<file path="src/bsrq_pkg.sv">
`timescale 1ns / 1ps
// ----------------------------------------------------------------------------
// bsrq_pkg
// Shared constants and types of the bounded sequence ring queue: sizes,
// operation codes, result status codes and controller states.
// ----------------------------------------------------------------------------
package bsrq_pkg;

    // Sizes of the queue and its fields.
    localparam int DEPTH       = 16;
    localparam int DATA_WIDTH  = 32;
    localparam int COUNT_BITS  = 24;
    localparam int SIGNAL_BITS = 8;
    localparam int IDX_BITS    = $clog2(DEPTH);
    localparam int FUNC_BITS   = 3;
    localparam int STATUS_BITS = 2;

    // Operation codes carried in the func field.
    typedef enum logic [FUNC_BITS-1:0] {
        FUNC_PRODUCE          = 3'd0,
        FUNC_CONSUME          = 3'd1,
        FUNC_PROD_SET         = 3'd2,
        FUNC_CONS_SET         = 3'd3,
        FUNC_PROD_SET_COUNT   = 3'd4,
        FUNC_CONS_SET_COUNT   = 3'd5
    } func_t;

    // Result status codes.
    typedef enum logic [STATUS_BITS-1:0] {
        STATUS_OK      = 2'd0,
        STATUS_REFUSED = 2'd1,
        STATUS_FULL    = 2'd2,
        STATUS_EMPTY   = 2'd3
    } status_t;

    // Controller states.
    typedef enum logic {
        ST_IDLE,
        ST_EXEC
    } state_t;

endpackage

</file>
<file path="src/bounded_sequence_ring_queue.sv">
`timescale 1ns / 1ps
// An accepted item's slot is read from the gate and data memories into registers;
// the item then executes, writes its slot back and loads the output register when
// it commits. The block takes no new item until the held one has committed.
// A stalled result holds the item in execution until the output register frees.
// Reset clears the counts, the signals and the gate valid bits at once; there
// is no clearing pass, so the block takes items right after reset.
// ----------------------------------------------------------------------------
// bounded_sequence_ring_queue
// Ring queue with a sequence gate per slot. Producer and consumer words each
// hold a transaction count and a signal tag; push, pop and compare-and-set
// of the signals are executed one at a time against two slot memories.
// ----------------------------------------------------------------------------
module bounded_sequence_ring_queue (
    input  logic                              clk,
    input  logic                              rst_n,
    // Input channel.
    input  logic                              in_valid,
    output logic                              in_ready,
    input  logic [bsrq_pkg::FUNC_BITS-1:0]    func,
    input  logic [bsrq_pkg::DATA_WIDTH-1:0]   data_in,
    input  logic                              replace_signal,
    input  logic [bsrq_pkg::SIGNAL_BITS-1:0]  new_signal,
    input  logic [bsrq_pkg::SIGNAL_BITS-1:0]  fallback_mask,
    input  logic [bsrq_pkg::SIGNAL_BITS-1:0]  fallback_match,
    input  logic [bsrq_pkg::SIGNAL_BITS-1:0]  expected_signal,
    input  logic [bsrq_pkg::COUNT_BITS-1:0]   expected_count,
    // Output channel.
    output logic                              out_valid,
    input  logic                              out_ready,
    output logic [bsrq_pkg::STATUS_BITS-1:0]  status,
    output logic [bsrq_pkg::DATA_WIDTH-1:0]   data_out,
    output logic [bsrq_pkg::COUNT_BITS-1:0]   seen_count,
    output logic [bsrq_pkg::SIGNAL_BITS-1:0]  seen_signal
);

    localparam int CB = bsrq_pkg::COUNT_BITS;
    localparam int SB = bsrq_pkg::SIGNAL_BITS;
    localparam int DW = bsrq_pkg::DATA_WIDTH;
    localparam int IB = bsrq_pkg::IDX_BITS;
    localparam int DP = bsrq_pkg::DEPTH;

    // Controller state.
    bsrq_pkg::state_t state_reg, state_next;

    // Queue words.
    logic [CB-1:0] prod_count_reg, prod_count_next;
    logic [SB-1:0] prod_signal_reg, prod_signal_next;
    logic [CB-1:0] cons_count_reg, cons_count_next;
    logic [SB-1:0] cons_signal_reg, cons_signal_next;

    // Gate entries that have been written since reset.
    logic [DP-1:0] gate_valid_reg, gate_valid_next;

    // Item held while it executes.
    bsrq_pkg::func_t item_func_reg;
    logic [DW-1:0]   item_data_reg;
    logic            item_replace_reg;
    logic [SB-1:0]   item_new_sig_reg;
    logic [SB-1:0]   item_mask_reg;
    logic [SB-1:0]   item_match_reg;
    logic [SB-1:0]   item_exp_sig_reg;
    logic [CB-1:0]   item_exp_cnt_reg;
    logic [IB-1:0]   item_idx_reg;

    // Output register.
    logic                          out_valid_reg, out_valid_next;
    logic [bsrq_pkg::STATUS_BITS-1:0] status_reg, status_next;
    logic [DW-1:0]                 data_out_reg, data_out_next;
    logic [CB-1:0]                 seen_count_reg, seen_count_next;
    logic [SB-1:0]                 seen_signal_reg, seen_signal_next;

    // Handshake and control.
    logic          in_accept;
    logic          commit;
    logic [IB-1:0] rd_idx;

    // Memory ports.
    logic          gate_wr_en;
    logic [CB-1:0] gate_wr_data;
    logic [CB-1:0] gate_rd_data;
    logic          data_wr_en;
    logic [DW-1:0] slot_rd_data;

    // Execution results.
    logic [CB-1:0] gate_cur;

    assign in_accept = in_valid && in_ready;
    assign commit    = (state_reg == bsrq_pkg::ST_EXEC) && (!out_valid_reg || out_ready);

    // Slot of the addressed side, taken from its count.
    assign rd_idx = func[0] ? cons_count_reg[IB-1:0] : prod_count_reg[IB-1:0];

    // Gate memory: an entry never written reads as its own index.
    bsrq_ram #(
        .WIDTH (CB),
        .DEPTH (DP)
    ) u_gate_ram (
        .clk     (clk),
        .wr_en   (gate_wr_en),
        .wr_addr (item_idx_reg),
        .wr_data (gate_wr_data),
        .rd_en   (in_accept),
        .rd_addr (rd_idx),
        .rd_data (gate_rd_data)
    );

    // Slot data memory.
    bsrq_ram #(
        .WIDTH (DW),
        .DEPTH (DP)
    ) u_data_ram (
        .clk     (clk),
        .wr_en   (data_wr_en),
        .wr_addr (item_idx_reg),
        .wr_data (item_data_reg),
        .rd_en   (in_accept),
        .rd_addr (rd_idx),
        .rd_data (slot_rd_data)
    );

    assign gate_cur = gate_valid_reg[item_idx_reg] ? gate_rd_data : CB'(item_idx_reg);

    // Next state.
    always_comb
    begin
        state_next = state_reg;
        unique case (state_reg)
            bsrq_pkg::ST_IDLE:
            begin
                if (in_accept)
                begin
                    state_next = bsrq_pkg::ST_EXEC;
                end
            end
            bsrq_pkg::ST_EXEC:
            begin
                if (commit)
                begin
                    state_next = bsrq_pkg::ST_IDLE;
                end
            end
            default:
            begin
                state_next = bsrq_pkg::ST_IDLE;
            end
        endcase
    end

    // Controller outputs.
    always_comb
    begin
        unique case (state_reg)
            bsrq_pkg::ST_IDLE: in_ready = 1'b1;
            bsrq_pkg::ST_EXEC: in_ready = 1'b0;
            default:           in_ready = 1'b0;
        endcase
    end

    // Execute the held item against the slot read from memory.
    always_comb
    begin
        logic [CB-1:0] c;
        logic [SB-1:0] s;
        logic [CB-1:0] c_inc;
        logic          refused;
        logic          side_ok;
        logic          sig_write;

        c         = item_func_reg[0] ? cons_count_reg : prod_count_reg;
        s         = item_func_reg[0] ? cons_signal_reg : prod_signal_reg;
        c_inc     = c + CB'(1);
        refused   = (s & item_mask_reg) == item_match_reg;
        side_ok   = 1'b0;
        sig_write = 1'b0;

        status_next      = bsrq_pkg::STATUS_REFUSED;
        data_out_next    = '0;
        seen_count_next  = c;
        seen_signal_next = s;
        gate_wr_en       = 1'b0;
        gate_wr_data     = c_inc;
        data_wr_en       = 1'b0;

        unique case (item_func_reg)
            bsrq_pkg::FUNC_PRODUCE:
            begin
                if (refused)
                begin
                    status_next = bsrq_pkg::STATUS_REFUSED;
                end
                else if (gate_cur != c)
                begin
                    status_next = bsrq_pkg::STATUS_FULL;
                end
                else
                begin
                    status_next  = bsrq_pkg::STATUS_OK;
                    side_ok      = 1'b1;
                    gate_wr_en   = commit;
                    gate_wr_data = c_inc;
                    data_wr_en   = commit;
                end
            end
            bsrq_pkg::FUNC_CONSUME:
            begin
                if (refused)
                begin
                    status_next = bsrq_pkg::STATUS_REFUSED;
                end
                else if (gate_cur != c_inc)
                begin
                    status_next = bsrq_pkg::STATUS_EMPTY;
                end
                else
                begin
                    status_next   = bsrq_pkg::STATUS_OK;
                    side_ok       = 1'b1;
                    data_out_next = slot_rd_data;
                    gate_wr_en    = commit;
                    gate_wr_data  = c + CB'(DP);
                end
            end
            bsrq_pkg::FUNC_PROD_SET,
            bsrq_pkg::FUNC_CONS_SET:
            begin
                if (s == item_exp_sig_reg)
                begin
                    status_next = bsrq_pkg::STATUS_OK;
                    sig_write   = 1'b1;
                end
            end
            bsrq_pkg::FUNC_PROD_SET_COUNT,
            bsrq_pkg::FUNC_CONS_SET_COUNT:
            begin
                if ((s == item_exp_sig_reg) && (c == item_exp_cnt_reg))
                begin
                    status_next = bsrq_pkg::STATUS_OK;
                    sig_write   = 1'b1;
                end
            end
            default:
            begin
                // Unused selector: report the producer word and change nothing.
                status_next      = bsrq_pkg::STATUS_REFUSED;
                seen_count_next  = prod_count_reg;
                seen_signal_next = prod_signal_reg;
            end
        endcase

        // Side word updates, applied only when the result is committed.
        prod_count_next  = prod_count_reg;
        prod_signal_next = prod_signal_reg;
        cons_count_next  = cons_count_reg;
        cons_signal_next = cons_signal_reg;
        if (commit && (side_ok || sig_write))
        begin
            if (item_func_reg[0])
            begin
                if (side_ok)
                begin
                    cons_count_next = c_inc;
                end
                if (sig_write || item_replace_reg)
                begin
                    cons_signal_next = item_new_sig_reg;
                end
            end
            else
            begin
                if (side_ok)
                begin
                    prod_count_next = c_inc;
                end
                if (sig_write || item_replace_reg)
                begin
                    prod_signal_next = item_new_sig_reg;
                end
            end
        end

        gate_valid_next = gate_valid_reg;
        if (gate_wr_en)
        begin
            gate_valid_next[item_idx_reg] = 1'b1;
        end
    end

    // Output register valid.
    always_comb
    begin
        if (commit)
        begin
            out_valid_next = 1'b1;
        end
        else if (out_ready)
        begin
            out_valid_next = 1'b0;
        end
        else
        begin
            out_valid_next = out_valid_reg;
        end
    end

    // Control registers.
    always_ff @(posedge clk or negedge rst_n)
    begin
        if (!rst_n)
        begin
            state_reg       <= bsrq_pkg::ST_IDLE;
            prod_count_reg  <= '0;
            prod_signal_reg <= '0;
            cons_count_reg  <= '0;
            cons_signal_reg <= '0;
            gate_valid_reg  <= '0;
            out_valid_reg   <= 1'b0;
        end
        else
        begin
            state_reg       <= state_next;
            prod_count_reg  <= prod_count_next;
            prod_signal_reg <= prod_signal_next;
            cons_count_reg  <= cons_count_next;
            cons_signal_reg <= cons_signal_next;
            gate_valid_reg  <= gate_valid_next;
            out_valid_reg   <= out_valid_next;
        end
    end

    // Item capture on accept.
    always_ff @(posedge clk)
    begin
        if (in_accept)
        begin
            item_func_reg    <= bsrq_pkg::func_t'(func);
            item_data_reg    <= data_in;
            item_replace_reg <= replace_signal;
            item_new_sig_reg <= new_signal;
            item_mask_reg    <= fallback_mask;
            item_match_reg   <= fallback_match;
            item_exp_sig_reg <= expected_signal;
            item_exp_cnt_reg <= expected_count;
            item_idx_reg     <= rd_idx;
        end
    end

    // Result payload capture on commit.
    always_ff @(posedge clk)
    begin
        if (commit)
        begin
            status_reg      <= status_next;
            data_out_reg    <= data_out_next;
            seen_count_reg  <= seen_count_next;
            seen_signal_reg <= seen_signal_next;
        end
    end

    assign out_valid   = out_valid_reg;
    assign status      = status_reg;
    assign data_out    = data_out_reg;
    assign seen_count  = seen_count_reg;
    assign seen_signal = seen_signal_reg;

`ifndef NO_ASSERTIONS
    // The queue never holds more items than it has slots.
    a_occupancy: assert property (@(posedge clk) disable iff (!rst_n)
        CB'(prod_count_reg - cons_count_reg) <= CB'(DP))
        else $error("queue occupancy exceeds depth");

    // A result appears only after an item has executed.
    a_result_source: assert property (@(posedge clk) disable iff (!rst_n)
        $rose(out_valid_reg) |-> $past(state_reg == bsrq_pkg::ST_EXEC))
        else $error("result without execution");

    // A failed operation leaves both counts untouched.
    a_fail_stable: assert property (@(posedge clk) disable iff (!rst_n)
        (commit && (status_next != bsrq_pkg::STATUS_OK)) |=>
        ($stable(prod_count_reg) && $stable(cons_count_reg)))
        else $error("count changed on failed operation");

    // A successful produce advances the producer count by one.
    a_produce_step: assert property (@(posedge clk) disable iff (!rst_n)
        (commit && (item_func_reg == bsrq_pkg::FUNC_PRODUCE) &&
         (status_next == bsrq_pkg::STATUS_OK)) |=>
        (prod_count_reg == CB'($past(prod_count_reg) + CB'(1))))
        else $error("producer count not advanced");
`endif

endmodule

</file>
<file path="src/bsrq_ram.sv">
`timescale 1ns / 1ps
// ----------------------------------------------------------------------------
// bsrq_ram
// Generic single-clock RAM with one write port and one read port. The read
// data is registered and holds its value while no read is issued.
// ----------------------------------------------------------------------------
module bsrq_ram #(
    parameter int WIDTH = 8,
    parameter int DEPTH = 16
) (
    input  logic                     clk,
    input  logic                     wr_en,
    input  logic [$clog2(DEPTH)-1:0] wr_addr,
    input  logic [WIDTH-1:0]         wr_data,
    input  logic                     rd_en,
    input  logic [$clog2(DEPTH)-1:0] rd_addr,
    output logic [WIDTH-1:0]         rd_data
);

    logic [WIDTH-1:0] mem [DEPTH];
    logic [WIDTH-1:0] rd_data_reg;

    // Write port.
    always_ff @(posedge clk)
    begin
        if (wr_en)
        begin
            mem[wr_addr] <= wr_data;
        end
    end

    // Registered read port.
    always_ff @(posedge clk)
    begin
        if (rd_en)
        begin
            rd_data_reg <= mem[rd_addr];
        end
    end

    assign rd_data = rd_data_reg;

endmodule
</file>
<file path="config.mk">
export PLATFORM = sky130hd
export DESIGN_NAME = bounded_sequence_ring_queue
export DESIGN_NICKNAME = d
export VERILOG_FILES = /design/src/bsrq_pkg.sv /design/src/bounded_sequence_ring_queue.sv /design/src/bsrq_ram.sv
export SDC_FILE = /design/constraint.sdc
export NUM_CORES = 2
export LEC_CHECK = 0
export ABC_AREA = 1
export BUFFER_PORTS_ARGS = -buffer_cell sky130_fd_sc_hd__buf_2
export CORE_MARGIN = 8
export CORE_UTILIZATION = 50
export CTS_CLUSTER_SIZE = 8
export DETAILED_ROUTE_END_ITERATION = 10
export GPL_ROUTABILITY_DRIVEN = 0
export PLACE_DENSITY = 0.66
export SLEW_MARGIN = 20
export SYNTH_ARGS = -nofsm -noshare
export SYNTH_HDL_FRONTEND = slang
export SYNTH_HIERARCHICAL = 1
export SYNTH_SLANG_ARGS = --single-unit
</file>
<file path="constraint.sdc">
create_clock -name clk -period 5.4 [get_ports clk]
set_clock_uncertainty 0.1 [all_clocks]
set_input_delay 1.62 -clock clk [delete_from_list [all_inputs] [get_ports clk]]
set_output_delay 1.62 -clock clk [all_outputs]
set_load 0.05 [all_outputs]
</file>
==> results.sh <==
export IMPL_grt_use_total_pct=22.3
export IMPL_layout_cell_area_non_filler_mm2=0.0602
export IMPL_fmax_mhz=201
export IMPL_largest_register="u_data_ram/mem"
export IMPL_die_w_um=341
export IMPL_synth_cell_area_mm2=0.0530
export IMPL_remaining_drc_errors=0
export IMPL_cts_tree="built"
export IMPL_cell_with_the_biggest_individual_delay_on_the_critical_path="sky130_fd_sc_hd__nor2_2"
export IMPL_power_net_switching_mw=4.70
export IMPL_detail_route_wl_per_cell_um=19.2
export IMPL_area_growth_syn_to_layout_pct=13.6
export IMPL_synth_seq_cells=1196
export IMPL_cts_root_buffer_cell="sky130_fd_sc_hd__clkbuf_16"
export IMPL_slew_at_the_pin_closest_to_its_max_slew_limit_ns=1.13
export IMPL_seq_power_share_pct=50.0
export IMPL_critPathTopFamily="simple AND/OR/NAND/NOR gates"
export IMPL_cts_sinks=1196
export IMPL_io_pins=164
export IMPL_detailedPlacementHpwl_um=76500
export IMPL_fp_row_count=119
export IMPL_synth_async_reset_ratio_pct=6.86
export IMPL_cp_data_arrival_time_ns=5.27
export IMPL_first_global_vias=35400
export IMPL_antenna_violations_before_repair=2
export IMPL_worst_slack_ns=0.421
export IMPL_grt_pass1_wl_um=203000
export IMPL_synthDominantCellAreaShare_pct=63.2
export IMPL_worstSetupPathType="reg2reg"
export IMPL_p_sw_share_pct=22.4
export IMPL_synthesis_instances=5207
export IMPL_cts_buffers=167
export IMPL_power_density_cell_area_mw_per_mm2=349
export IMPL_placement_setup_worst_slack_ns=0.368
export IMPL_max_slew_margin_rel_pct=24.6
export IMPL_ant_nets=0
export IMPL_worstPathBufferInverterCount=2
export IMPL_clockPowerShare_pct=44.4
export IMPL_worst_endpoint_required_ns=5.69
export IMPL_holdBufCountCts=0
export IMPL_detail_route_first_pass_iterations=6
export IMPL_crit_chain="inv_1 -> nand2_1 -> nand2_1 -> nand2_1 -> nand2_1 -> nand2_1 -> nand2_1 -> nor2_2 -> nor2_1 -> nand2_1 -> nand4_1 -> nor2_1 -> nand2_1 -> nor2_1 -> nand3_1 -> nor2_1 -> nand3_1 -> nor2_4 -> buf_4"
export IMPL_post_dp_cell_area_mm2=0.0555
export IMPL_final_net_count=5511
export IMPL_yosysWarningCount=6
export IMPL_worst_r2r_startpoint="item_idx_reg[0]"
export IMPL_layout_drive_gt1_share_pct=9.62
export IMPL_worstSkewPairLatency_ns=0.76
export IMPL_internal_power_mw=16.3
export IMPL_worst_path_most_repeated_cell="sky130_fd_sc_hd__nand2_1"
export IMPL_p_comb_share_pct=5.5
export IMPL_cap_violations=0
export IMPL_routed_via_count=36100
export IMPL_h_tree_depth=4
export IMPL_rsz0062_at_grt="no"
export IMPL_tns_ns=0
export IMPL_syn_area_per_cell_um2=10.2
export IMPL_final_min_period_over_clock_period_pct=92.2
export IMPL_critical_path_max_stage_delay_ns=0.69
export IMPL_die_h_um=341
export IMPL_pin_count_of_the_biggest_net_entering_global_routing=181
export IMPL_utilization_pct=57.2
export IMPL_postSynth_topFlopCell="sky130_fd_sc_hd__edfxtp_1"
export IMPL_outcome="finished clean"
export IMPL_leakage_nw=25.7
export IMPL_detail_route_wirelength_um=132000
export IMPL_report_final_slew_viol_count=0
export IMPL_worst_ir_drop_vdd_mv=0.317
export IMPL_grt_overflow=0
export IMPL_drc_violation_total_after_the_first_tritonroute_iteration=3432
export IMPL_synth_top_cells_by_area="sky130_fd_sc_hd__edfxtp_1 (63%), sky130_fd_sc_hd__nand2_1 (12%), sky130_fd_sc_hd__nand3_1 (7.0%), sky130_fd_sc_hd__inv_1 (6.0%), sky130_fd_sc_hd__dfrtp_1 (3.9%)"
export IMPL_postSynthNetCount=5309
export IMPL_worst_setup_path_startpoint="item_idx_reg[0]"
export IMPL_clk_transition_reported_paths_ns=0.05
export IMPL_timing_final_crit_period_ns=4.98
export IMPL_endpoint_class_of_the_critical_path="flop"
export IMPL_synth_top_area_cell="sky130_fd_sc_hd__edfxtp_1"
export IMPL_buffer_ports_inserted=163
export IMPL_worstPathMaxFanout=24
export IMPL_floorplan_initialDensity_pct=50.4
export IMPL_hold_viol_final=0
export IMPL_final_fill_count=8750
export IMPL_ys_types=43
export IMPL_area_enclosed_by_the_die_boundary_mm2=0.117
export IMPL_vias_per_cell=5.26
export IMPL_start_kind="flop"
export IMPL_synth_edf_count=1114
export IMPL_hold_path_startpoint="gate_valid_reg[4]"
export IMPL_fp_coreArea_mm2=0.105
export IMPL_largest_register_ff_count=512
export IMPL_setup_violations_final=0
export IMPL_hold_path_class="reg2reg"
export IMPL_cts_buffer_depth=3
export IMPL_biggestRegsByFlops="u_data_ram/mem x512, u_gate_ram/mem x384"
export IMPL_seq_area_frac_synth_pct=67.0
worst paths after layout:
check	end	slack, ns	depth (start not counted)
min in group asynchronous	prod_signal_reg[3]	0.82	1
worst min register to register	gate_valid_reg[4]	0.35	2
worst max register to register	u_data_ram/mem[12][11]	0.42	19
max in group asynchronous	prod_count_reg[3]	3.41	2
worst max-delay path	u_data_ram/mem[12][11]	0.42	19
worst min-delay path	gate_valid_reg[4]	0.35	2
routing by layer:
layer / wire, um / track usage, % / part of all wire, %
met4: 4930 / 8.98 / 3.7
met5: 0 / 0 / 0
met2: 64300 / 37.4 / 49
met3: 8640 / 3.24 / 6.6
met1: 53900 / 29.3 / 41
repair_timing:
| action | CTS | global route |
|---|---|---|
| endpoints found under the setup margin | 0 | 91 |
| buffers inserted | 0 | 2 |
| resized for setup | 0 | 0 |
cells by family (layout without fill, tap and decap cells):
logic type / count (synthesis) / count (layout) / synth area share [%]
buf+inv: 1080 / 1338 / 8.65
xor+xnor: 67 / 67 / 1.11
other cells: 0 / 1 / 0
flops: 1196 / 1196 / 67.0
fa+ha+maj: 6 / 6 / 0.142
simple gates: 2705 / 2705 / 21.3
mux: 5 / 5 / 0.0945
compound gates: 148 / 148 / 1.62
cells in the mapped netlist, types with 22 or more instances:
cell type,count
sky130_fd_sc_hd__nand2_1,1722
sky130_fd_sc_hd__o21ai_1,43
sky130_fd_sc_hd__buf_4,27
sky130_fd_sc_hd__buf_6,38
sky130_fd_sc_hd__o21ai_0,73
sky130_fd_sc_hd__buf_2,95
sky130_fd_sc_hd__edfxtp_1,1114
sky130_fd_sc_hd__nor2_1,179
sky130_fd_sc_hd__nand3_1,745
sky130_fd_sc_hd__clkbuf_1,41
sky130_fd_sc_hd__buf_1,22
sky130_fd_sc_hd__dfrtp_1,82
sky130_fd_sc_hd__xor2_1,50
sky130_fd_sc_hd__inv_1,843
tightest hold or removal path: cells and delay by family (launching register included):
kind                   cells  cell delay (ns)
buffers and inverters      1             0.04
DFF                        1             0.31
AOI/OAI and AO/OA          1             0.06
power groups by stage:
| stage | Sequential [mW] | Combinational (mW) | Clock, mW |
|---|---|---|---|
| floorplan | 10.8 | 0.564 | 0 |
| global placement | 10.7 | 1.15 | 0 |
| detailed placement | 10.7 | 1.16 | 0 |
| CTS | 10.5 | 1.17 | 9.50 |
| global route | 10.5 | 1.26 | 9.88 |
| finish | 10.5 | 1.17 | 9.34 |
through the flow:
stage / hold slack (ns) / power [mW] / instances
6_report: 0.347 / 21.0 / 6857
5_1_grt: 0.377 / 21.7 / 6857
4_1_cts: 0.352 / 21.2 / 6854
3_5_place_dp: 0.342 / 11.8 / 6629
3_3_place_gp: 0.346 / 11.8 / 6629
2_1_floorplan: 0.324 / 11.4 / 5207
placed cells by master, fill, tap and decap left out, types with 6 or more instances in the layout:
master,count
sky130_fd_sc_hd__buf_12,30
sky130_fd_sc_hd__buf_2,162
sky130_fd_sc_hd__buf_4,65
sky130_fd_sc_hd__clkbuf_1,42
sky130_fd_sc_hd__clkbuf_16,169
sky130_fd_sc_hd__dfrtp_1,82
sky130_fd_sc_hd__edfxtp_1,1114
sky130_fd_sc_hd__ha_1,6
sky130_fd_sc_hd__inv_1,838
sky130_fd_sc_hd__inv_2,12
sky130_fd_sc_hd__inv_6,6
sky130_fd_sc_hd__nand2_1,1722
sky130_fd_sc_hd__nand3_1,745
sky130_fd_sc_hd__nand3b_1,9
sky130_fd_sc_hd__nand4_1,14
sky130_fd_sc_hd__nor2_1,147
sky130_fd_sc_hd__nor2_2,7
sky130_fd_sc_hd__nor2_4,32
sky130_fd_sc_hd__nor3_1,8
sky130_fd_sc_hd__o21ai_0,69
sky130_fd_sc_hd__o21ai_1,43
sky130_fd_sc_hd__o21ai_2,6
sky130_fd_sc_hd__o21ai_4,8
sky130_fd_sc_hd__o21bai_1,14
sky130_fd_sc_hd__xnor2_1,17
sky130_fd_sc_hd__xor2_1,50
final cells by class:
type / count / area, um^2 / area share [%]
antenna: 1 / 2.50 / 0.00416
clock buffer: 211 / 4390 / 7.29
clock inverter: 14 / 235 / 0.391
inverter: 856 / 3230 / 5.38
multi-input combinational: 2931 / 13200 / 21.9
sequential: 1196 / 35500 / 59.0
tap: 1391 / 1740 / 2.89
timing repair buffer: 257 / 1900 / 3.16
No activity file was read; power rests on OpenSTA's default activity.
